File: src/rtl/uoi_pkg.sv
package uoi_pkg;

  localparam int unsigned FracBitsDefault    = 16;
  localparam int unsigned CordicStepsDefault = 18;
  localparam int unsigned TimeFrac           = 16;

  localparam logic [63:0] InvTwoPiQ64 = 64'h28BE60DB9391054A;
  localparam logic [35:0] TwoPiQ32    = 36'h6487ED511;
  localparam logic [33:0] CordicGain  = 34'h026DD3B6A;

  localparam logic [23:0] OffsetRReset = 24'h010000;

  typedef struct packed {
    logic [31:0]        time_stamp;
    logic signed [23:0] lin_speed;
    logic signed [23:0] turn_rate;
  } uoi_in_t;

  typedef struct packed {
    logic signed [47:0] point_x;
    logic signed [47:0] point_y;
    logic signed [47:0] heading;
  } uoi_out_t;

  // Arctangent table in Q2.30 radians, one entry per rotation.
  function automatic logic [31:0] atan_q30(input logic [4:0] idx);
    logic [31:0] r;
    case (idx)
      5'd0:  r = 32'h3243F6A8;
      5'd1:  r = 32'h1DAC6705;
      5'd2:  r = 32'h0FADBAFC;
      5'd3:  r = 32'h07F56EA6;
      5'd4:  r = 32'h03FEAB76;
      5'd5:  r = 32'h01FFD55B;
      5'd6:  r = 32'h00FFFAAA;
      5'd7:  r = 32'h007FFF55;
      5'd8:  r = 32'h003FFFEA;
      5'd9:  r = 32'h001FFFFD;
      5'd10: r = 32'h000FFFFF;
      5'd11: r = 32'h0007FFFF;
      5'd12: r = 32'h0003FFFF;
      5'd13: r = 32'h0001FFFF;
      5'd14: r = 32'h0000FFFF;
      5'd15: r = 32'h00007FFF;
      5'd16: r = 32'h00003FFF;
      5'd17: r = 32'h00001FFF;
      5'd18: r = 32'h00000FFF;
      5'd19: r = 32'h000007FF;
      5'd20: r = 32'h000003FF;
      5'd21: r = 32'h000001FF;
      5'd22: r = 32'h000000FF;
      5'd23: r = 32'h0000007F;
      5'd24: r = 32'h0000003F;
      5'd25: r = 32'h0000001F;
      5'd26: r = 32'h0000000F;
      5'd27: r = 32'h00000008;
      5'd28: r = 32'h00000004;
      5'd29: r = 32'h00000002;
      5'd30: r = 32'h00000001;
      default: r = 32'h00000000;
    endcase
    return r;
  endfunction

endpackage

File: src/rtl/uoi_cordic.sv
module uoi_cordic #(
  parameter int unsigned CordicSteps = uoi_pkg::CordicStepsDefault
) (
  input  logic               clk_i,
  input  logic               rst_ni,
  input  logic               start_i,
  input  logic signed [33:0] angle_i,
  output logic               done_o,
  output logic signed [33:0] cos_o,
  output logic signed [33:0] sin_o
);

  localparam int unsigned CntW = $clog2(CordicSteps + 1);

  logic signed [33:0] x_q, x_d, y_q, y_d, z_q, z_d;
  logic [CntW-1:0]    cnt_q, cnt_d;
  logic               busy_q, busy_d;
  logic               done_q, done_d;
  logic signed [33:0] dx, dy, at;

  always_comb begin
    dx = x_q >>> cnt_q;
    dy = y_q >>> cnt_q;
    at = $signed({2'b00, uoi_pkg::atan_q30(5'(cnt_q))});
  end

  always_comb begin
    x_d = x_q;
    y_d = y_q;
    z_d = z_q;
    cnt_d = cnt_q;
    busy_d = busy_q;
    done_d = 1'b0;
    if (start_i) begin
      x_d = $signed(uoi_pkg::CordicGain);
      y_d = '0;
      z_d = angle_i;
      cnt_d = '0;
      busy_d = 1'b1;
    end else if (busy_q) begin
      if (z_q >= 0) begin
        x_d = x_q - dy;
        y_d = y_q + dx;
        z_d = z_q - at;
      end else begin
        x_d = x_q + dy;
        y_d = y_q - dx;
        z_d = z_q + at;
      end
      cnt_d = cnt_q + 1'b1;
      if (cnt_q == CntW'(CordicSteps - 1)) begin
        busy_d = 1'b0;
        done_d = 1'b1;
      end
    end
  end

  always_ff @(posedge clk_i or negedge rst_ni) begin
    if (!rst_ni) begin
      busy_q <= 1'b0;
      done_q <= 1'b0;
      cnt_q  <= '0;
    end else begin
      busy_q <= busy_d;
      done_q <= done_d;
      cnt_q  <= cnt_d;
    end
  end

  always_ff @(posedge clk_i) begin
    x_q <= x_d;
    y_q <= y_d;
    z_q <= z_d;
  end

  assign done_o = done_q;
  assign cos_o  = x_q;
  assign sin_o  = y_q;

  a_done_pulse: assert property (@(posedge clk_i) disable iff (!rst_ni)
    done_q |=> !done_q) else $error("cordic done held");
  a_busy_done: assert property (@(posedge clk_i) disable iff (!rst_ni)
    done_q |-> !busy_q) else $error("cordic done while busy");
  a_start_idle: assert property (@(posedge clk_i) disable iff (!rst_ni)
    start_i |-> !busy_q) else $error("cordic restarted while busy");

endmodule

File: config.mk
export PLATFORM = sky130hd
export DESIGN_NAME = uoi_cordic
export DESIGN_NICKNAME = d
export VERILOG_FILES = /design/src/rtl/uoi_pkg.sv /design/src/rtl/uoi_cordic.sv
export SDC_FILE = /design/constraint.sdc
export NUM_CORES = 1
export LEC_CHECK = 0
export BUFFER_PORTS_ARGS = -buffer_cell sky130_fd_sc_hd__buf_2
export CAP_MARGIN = 25
export CORE_MARGIN = 4
export CORE_UTILIZATION = 64
export CTS_CLUSTER_DIAMETER = 200
export DETAILED_ROUTE_END_ITERATION = 8
export PLACE_DENSITY = 0.84
export SLEW_MARGIN = 10
export SYNTH_ARGS = -nofsm -noshare
export SYNTH_HDL_FRONTEND = slang
export SYNTH_SLANG_ARGS = --single-unit
File: constraint.sdc
create_clock -name clk_i -period 6.75 [get_ports clk_i]
set_input_delay 0.675 -clock clk_i [delete_from_list [all_inputs] [get_ports clk_i]]
set_output_delay 0.675 -clock clk_i [all_outputs]
set_load 0.005 [all_outputs]
==> key figures, run 1 <==
Setup path
  – Reg2Reg Depth: 20
  – Worst setup EP type: flop
  – Startpoint Class: flop
  – Worst-path maximum fanout: 13
  – Reg2reg start: cnt_q[0]$_DFFE_PN0P_
  – Reg2Reg Capture Point: sin_o[32]$_SDFFE_PP0P_
  – Worst R2R Setup Slack: roughly 0.17 ns
  – Critical path data arrival time: about 7 ns
  – Kind of critical path: flop to flop
  – WP data required: roughly 7.0 ns

Routing
  – Post-DR wirelength/cell: 25.6 microns
  – Vias: between 15,000 and 20,000
  – Drc violations: 0
  – Drt pass-1 iters: 7
  – Post-detailed-route count of antenna-violating nets: 0
  – WL final: 60,000 microns
  – Vias per cell: about 7.3
  – Drt first-iter violations: 2,784

Synth
  – Area contributors post-synth: mux4_2, ha_1, dfxtp_1, edfxtp_1, xnor2_1
  – Asr flop ratio synth: 6.42%
  – Post-Syn Instances: 1,944
  – Post-synthesis sequential area ratio: 16.1%
  – Syn Area/Cell: roughly 8 sq um
  – Post-synth EDFFs: 34
  – Top-area cell type share of the netlist area: roughly a tenth
  – Cell type with the largest total area after synthesis: mux4_2
  – Distinct cells, synth: between 90 and 100
  – Seq cells post-synth: about 110
  – Post-synth net total: around 2,100
  – Cell Area, Synth: about 16,000 sq um
  – Main synth FF type: dfxtp_1
  – Synth Warn #: 0

Layout
  – Commonest non-fill, non-tap cells in the layout: nand2_1, nor2_1, o21ai_0
  – Post-route design area: around 17,000 sq um
  – Antenna Cells: 0
  – Layout cell share with drive strength beyond 1: between 10% and 20%
  – Most common cell after layout, fill and taps aside: nand2_1
  – Syn-to-layout area delta: 8.76%
  – Multi-input gate area: ~13,000 sq um
  – Layout Nets: ~2,200
  – Register Area: around 2600 sq um
  – FILL cells: between 1,500 and 2,000

GRT
  – Vias in the first global route: roughly 16,000
  – First-pass GRT wire length: 89,900 microns
  – GRT overflow: 0
  – Aggregate global-route resource usage: a little over two fifths
  – Initial antenna violation count: 1
  – Largest net degree at the start of global routing: 71

CTS
  – Clock-pin transition on the worst setup and hold timing paths: around 0.1 ns
  – Sink count of the clock tree: roughly 110
  – Clock latency on the worst-skew pair: between 0.3 and 0.4 ns
  – Num CTS Buffers: 9
  – Bufs on Longest Clock Path: 2
  – Htree depth: 3
  – TritonCTS clock tree: yes
  – Clk root buf: clkbuf_16

Placement
  – GP Congestion: about 1.1
  – Post-detail-place hpwl: roughly 45,000 microns
  – Number of port buffers: 105
  – Area after DPL: roughly 17,000 sq um

Timing
  – Skew final: 0.0149 ns
  – RSZ-0062 raised after global routing: no
  – Minimum clock period: around 6.6 ns
  – Measured slew at the worst slew-check pin: 0.913 ns
  – Slew HR: 38.9%
  – Crit share post-route: between 90% and 100%
  – Max Slew Vio Count: 0
  – Final setup viols: 0
  – Final Hold Fails: 0
  – Max Clock Freq: around 150 MHz
  – Final TNS setup: 0 ns

Die
  – IO Pins: roughly 110
  – Initial Util: about two thirds
  – DIE AREA: around 27,000 sq um
  – Num rows: 57
  – Die height: 166 microns
  – Die outline width: 166 microns
  – Core Footprint: ~24,000 sq um

Worst hold path
  – Worst Hold Class: primary input to asynchronous set/reset pin

Job
  – Max Cap Violations: 0

Status
  – Status: finished clean
[area by class of cell]
type | count | share of cell area, %
flip-flops and latches | 109 | 14.9
clock buffers | 9 | 1.30
well taps | 324 | 2.35
clock inverters | 7 | 0.449
multi-input cells | 1669 | 73.2
repair buffers | 180 | 6.76
inverters | 50 | 1.09
[flip-flops by register name, summed over array words and instances, names as in the netlist]
| signal | count |
|---|---|
| sin_o | 34 |
| busy_q | 1 |
| cos_o | 34 |
| done_o | 1 |
| cnt_q | 5 |
| z_q | 34 |
[metrics by stage]
stage | hold WS (ns) | setup slack, ns | instances | utilization (%)
2_1_floorplan | 0.379 | 0.618 | 1944 | -
3_3_place_gp | 0.550 | 0.179 | 2318 | 68.9
3_5_place_dp | 0.555 | 0.0110 | 2319 | 68.9
4_1_cts | 0.148 | 0.158 | 2335 | 70.2
5_1_grt | 0.157 | 0.00489 | 2348 | 70.9
6_report | 0.158 | 0.169 | 2348 | 70.9
[cell families after synthesis]
logic type	after synthesis	synth area share, %
simple gates	623	18.4
compound gates	581	24.4
mux	183	18.0
xor+xnor	167	9.20
buf+inv	166	4.70
fa+ha+maj	115	9.20
flops	109	16.1
[Yosys cell counts (8+ instances only)]
cell type    n
nand2_1    219
nand3_1     38
ha_1       112
o211ai_1    14
a22o_1       8
and3_1      13
a221oi_1    11
a21o_1      36
nor3_1      32
a22oi_1     15
or2_2       16
clkbuf_1    59
buf_2       17
nand4_1     17
xor2_1      63
mux2i_1     71
nor2b_1     20
inv_1       47
o22ai_1     20
mux4_2      74
mux2_2      34
buf_1       22
o31ai_1     25
a211oi_1    25
edfxtp_1    34
buf_4       11
nor4_1       9
nand2b_1    35
a21oi_1    136
o21ai_0    143
xnor2_1    104
nor2_1     168
o221ai_1    12
a31oi_1     11
o31a_1       8
o21a_1      22
or3_1       10
and2_1      11
dfxtp_1     68
[worst max-delay path by stage]
| stage | from | depth (start not counted) | endpoint |
|---|---|---|---|
| after floorplan | cnt_q[4]$_DFFE_PN0P_ | 26 | z_q[32]$_DFFE_PP_ |
| after global placement | cnt_q[1]$_DFFE_PN0P_ | 25 | cos_o[32]$_SDFFE_PP0P_ |
| after detailed placement | cnt_q[1]$_DFFE_PN0P_ | 25 | cos_o[32]$_SDFFE_PP0P_ |
| after CTS | cnt_q[0]$_DFFE_PN0P_ | 22 | sin_o[33]$_SDFFE_PP0P_ |
| after global routing | cnt_q[0]$_DFFE_PN0P_ | 19 | sin_o[32]$_SDFFE_PP0P_ |
| final | cnt_q[0]$_DFFE_PN0P_ | 20 | sin_o[32]$_SDFFE_PP0P_ |
[routing by layer]
| metal | track usage [%] | wire length (microns) |
|---|---|---|
| met2 | 65.8 | 26300 |
| met5 | 0 | 0 |
| met1 | 56.5 | 22700 |
| met4 | 19.5 | 3440 |
| met3 | 8.31 | 7620 |
[worst max-delay path, cell delays in order (launching register included)]
cell	delay, ns
dfrtp_4	0.58
buf_4	0.17
inv_2	0.26
buf_4	0.29
mux2i_1	0.19
mux2_2	0.34
a2111oi_4	0.51
nand4_1	0.25
or4b_4	0.64
o31ai_1	0.39
a21boi_0	0.30
xnor2_1	0.22
ha_1	0.35
a21o_1	0.18
a221oi_1	0.40
nand2_1	0.16
o221ai_1	0.26
a21oi_1	0.15
a31oi_1	0.32
a2bb2oi_1	0.30
o311ai_0	0.17
[timing repair]
action                                  CTS  global route
gates cloned                              0             0
hold buffers                              0             0
endpoints found under the setup margin    1            12
resized for setup                         1            11
buffers inserted                          0            13
pin swaps                                 0             2
Power of run 1 is left out: the tool's default activity adds up to more than one toggle a clock period on the data nets, which glitch-free logic cannot reach.
==> inputs of run 2 (changes only) <==
--- a/config.mk
+++ b/config.mk
@@ -7,11 +7,13 @@
 export LEC_CHECK = 0
 export BUFFER_PORTS_ARGS = -buffer_cell sky130_fd_sc_hd__buf_2
 export CAP_MARGIN = 25
+export CELL_PAD_IN_SITES_DETAIL_PLACEMENT = 2
+export CELL_PAD_IN_SITES_GLOBAL_PLACEMENT = 2
 export CORE_MARGIN = 4
-export CORE_UTILIZATION = 64
+export CORE_UTILIZATION = 39
 export CTS_CLUSTER_DIAMETER = 200
 export DETAILED_ROUTE_END_ITERATION = 8
-export PLACE_DENSITY = 0.84
+export PLACE_DENSITY_LB_ADDON = 0.1
 export SLEW_MARGIN = 10
 export SYNTH_ARGS = -nofsm -noshare
 export SYNTH_HDL_FRONTEND = slang
==> constraint.sdc (replaced) <==
create_clock -name clk_i -period 6.2 [get_ports clk_i]
set_input_delay 0.62 -clock clk_i [delete_from_list [all_inputs] [get_ports clk_i]]
set_output_delay 0.62 -clock clk_i [all_outputs]
set_load 0.005 [all_outputs]
==> run 2 against run 1 <==
The run now ends with setup timing left. Register-to-register slack worse by 0.30 ns. Clock-buffer cell count is 1 higher. Cell area is 12% higher. First-iteration DRC count is 34% lower. Fmax is 4.0% higher. Global-route usage is 6.0 points lower. Via count is 6.4% higher. Sequential cell count stayed put. Clock skew is 0.0057 ns higher. Critical path depth is 5 higher. Critical path type unchanged. Largest cell class unchanged.
==> key figures, run 2 (synthesis results as in run 1) <==
Status
  – Status: finished, violations left (was finished clean)
  – Failing checks: setup timing

CTS
  – Clk root buf: clkbuf_16 (unchanged)
  – Num CTS Buffers: 9 (unchanged)
  – Sink count of the clock tree: 109 (unchanged)
  – Clock latency on the worst-skew pair: 0.42 ns (was 0.38 ns)
  – Clock-pin transition on the worst setup and hold timing paths: 0.10 ns (about the same)
  – Bufs on Longest Clock Path: 2 (unchanged)
  – TritonCTS clock tree: yes (unchanged)
  – Hold_buf cts: 0 (unchanged)
  – Htree depth: 3 (unchanged)

Die
  – DIE AREA: 44,000 sq um (was 27,400 sq um)
  – Num rows: 73 (was 57)
  – Initial Util: 39.7% (was 65.2%)
  – Die height: 210 microns (was 166 microns)
  – Die outline width: 210 microns (was 166 microns)
  – Core Footprint: 40,000 sq um (was 24,400 sq um)
  – IO Pins: 106 (unchanged)

Layout
  – Post-route design area: 19,400 sq um (was 17,300 sq um)
  – Syn-to-layout area delta: 22.0% (was 8.76%)
  – Layout cell share with drive strength beyond 1: 27.8% (was 18.0%)
  – Commonest non-fill, non-tap cells in the layout: buf_4, nand2_1, nor2_1 (was nand2_1, nor2_1, o21ai_0)
  – Most common cell after layout, fill and taps aside: buf_4 (was nand2_1)
  – Layout Nets: 2,337 (was 2,171)

Timing
  – Final setup viols: 4 (was 0)
  – Crit share post-route: 102% (was 97.5%)
  – Max Clock Freq: 158 MHz (was 152 MHz)
  – Worst setup margin: -0.130 ns (was 0.169 ns)
  – Measured slew at the worst slew-check pin: 0.982 ns (was 0.913 ns)
  – Minimum clock period: 6.33 ns (was 6.58 ns)
  – Final Hold Fails: 0 (unchanged)
  – Hold slack: 0.0889 ns (was 0.158 ns)
  – Skew final: 0.0206 ns (was 0.0149 ns)
  – Slew HR: 34.6% (was 38.9%)
  – Max Slew Vio Count: 0 (unchanged)

Routing
  – Met2 wire len: 40,900 microns (was 26,300 microns)
  – Post-DR wirelength/cell: 31.4 microns (was 25.6 microns)
  – Top Layer Used: met5 (was met4)
  – Drt pass-1 iters: 8 (was 7)
  – Post-detailed-route count of antenna-violating nets: 0 (unchanged)
  – Met3 WL post-DR: 6170 microns (was 7620 microns)
  – Vias: 18,100 (was 17,000)
  – WL final: 85,400 microns (was 60,000 microns)
  – Vias per cell: 6.67 (was 7.25)
  – Drc violations: 0 (unchanged)
  – Drt first-iter violations: 1,833 (was 2,784)
  – Post-Route M1 WL: 34,200 microns (was 22,700 microns)

GRT
  – Aggregate global-route resource usage: 36.1% (was 42.1%)
  – Largest net degree at the start of global routing: 65 (was 71)
  – Vias in the first global route: 19,000 (was 15,700)
  – First-pass GRT wire length: 123,000 microns (was 89,900 microns)
  – GRT overflow: 0 (unchanged)
  – Initial antenna violation count: 2 (was 1)

Setup path
  – Reg2Reg Depth: 25 (was 20)
  – Reg2Reg Capture Point: sin_o[33]$_SDFFE_PP0P_ (was sin_o[32]$_SDFFE_PP0P_)
  – Startpoint Class: flop (unchanged)
  – Worst-path maximum fanout: 13 (unchanged)
  – Critical path data arrival time: 6.65 ns (was 6.81 ns)
  – Worst setup EP type: flop (unchanged)
  – Worst R2R Setup Slack: -0.13 ns (was 0.17 ns)
  – Most frequent cell on the critical path: buf_4 (unchanged)
  – Kind of critical path: flop to flop (unchanged)
  – Worst path slowest cell: mux4_2 (was or4b_4)
  – Reg2reg start: cnt_q[0]$_DFFE_PN0P_ (unchanged)
  – WP data required: 6.52 ns (was 6.98 ns)
  – Critical Path Max Stage Delay: 0.66 ns (was 0.64 ns)

Placement
  – Dpl ws: -0.318 ns (was 0.0110 ns)
  – Post-detail-place hpwl: 63,200 microns (was 44,600 microns)
  – GP Congestion: 0.971 (was 1.09)
  – Number of port buffers: 105 (unchanged)
  – Area after DPL: 18,200 sq um (was 16,800 sq um)

Job
  – Max Cap Violations: 0 (unchanged)

Worst hold path
  – Worst Hold Class: primary input to asynchronous set/reset pin (unchanged)
[run 2: changes by cell type in the layout (fill, tap and decap cells not counted), moves of 6 or more]
cell	before	now
buf_4	70	222
buf_12	4	12
ha_1	112	103
o21ai_0	142	122
a21oi_2	1	9
o21ai_1	4	22
a21oi_1	136	128
mux2i_2	0	6
mux2i_1	71	63
ha_2	0	8
[run 2: per-stage QoR]
stage | cells | setup TNS [ns] | utilization (%)
2_1_floorplan | 1944 | 0 | -
3_3_place_gp | 2667 | 0 | 45.6
3_5_place_dp | 2667 | -1.18 | 45.6
4_1_cts | 2690 | -0.0196 | 47.0
5_1_grt | 2715 | -2.68 | 48.5
6_report | 2718 | -0.281 | 48.5
[run 2: worst max-delay path, delay by kind of cell (launching register included)]
kind | cells | cell delay (ns)
AOI/OAI and AO/OA | 11 | 2.37
xor gates and xnor gates | 2 | 0.57
adders and majority gates | 1 | 0.33
buffers and inverters | 6 | 1.04
DFF | 1 | 0.48
muxes | 1 | 0.66
and+or+nand+nor | 4 | 0.74
[run 2: metal layers]
layer  vias to the layer above  GRT usage [%]
li1                       7753              -
met3                       242           5.90
met2                       895           61.1
met4                         2           13.9
met5                         -              0
met1                      9232           46.3
[run 2: area by class of cell]
type | count | area [sq um]
clock buffers | 10 | 250
repair buffers | 346 | 2540
well taps | 525 | 657
multi-input cells | 1669 | 13100
clock inverters | 6 | 67.6
inverters | 50 | 188
flip-flops and latches | 109 | 2570
fillers | 4462 | 20600
diodes | 3 | 7.51
[run 2: how the worst max path moves through the flow]
stage                                     from                     end  slack (ns)  depth (start not counted)
after floorplan           cnt_q[4]$_DFFE_PN0P_       z_q[32]$_DFFE_PP_        0.07                         26
after global placement    cnt_q[1]$_DFFE_PN0P_  cos_o[32]$_SDFFE_PP0P_        0.04                         24
after detailed placement  cnt_q[0]$_DFFE_PN0P_  sin_o[33]$_SDFFE_PP0P_       -0.32                         23
after CTS                 cnt_q[1]$_DFFE_PN0P_  sin_o[33]$_SDFFE_PP0P_       -0.01                         25
after global routing      cnt_q[1]$_DFFE_PN0P_  cos_o[27]$_SDFFE_PP0P_       -0.28                         26
final                     cnt_q[0]$_DFFE_PN0P_  sin_o[33]$_SDFFE_PP0P_       -0.13                         25
[run 2: what timing repair did]
item | CTS | global route
cloned | 1 | 0
buffers inserted | 6 | 25
setup endpoints to repair | 16 | 26
gates resized for setup | 32 | 103
pin swaps | 9 | 42
Power of run 2 is left out for the same reason.
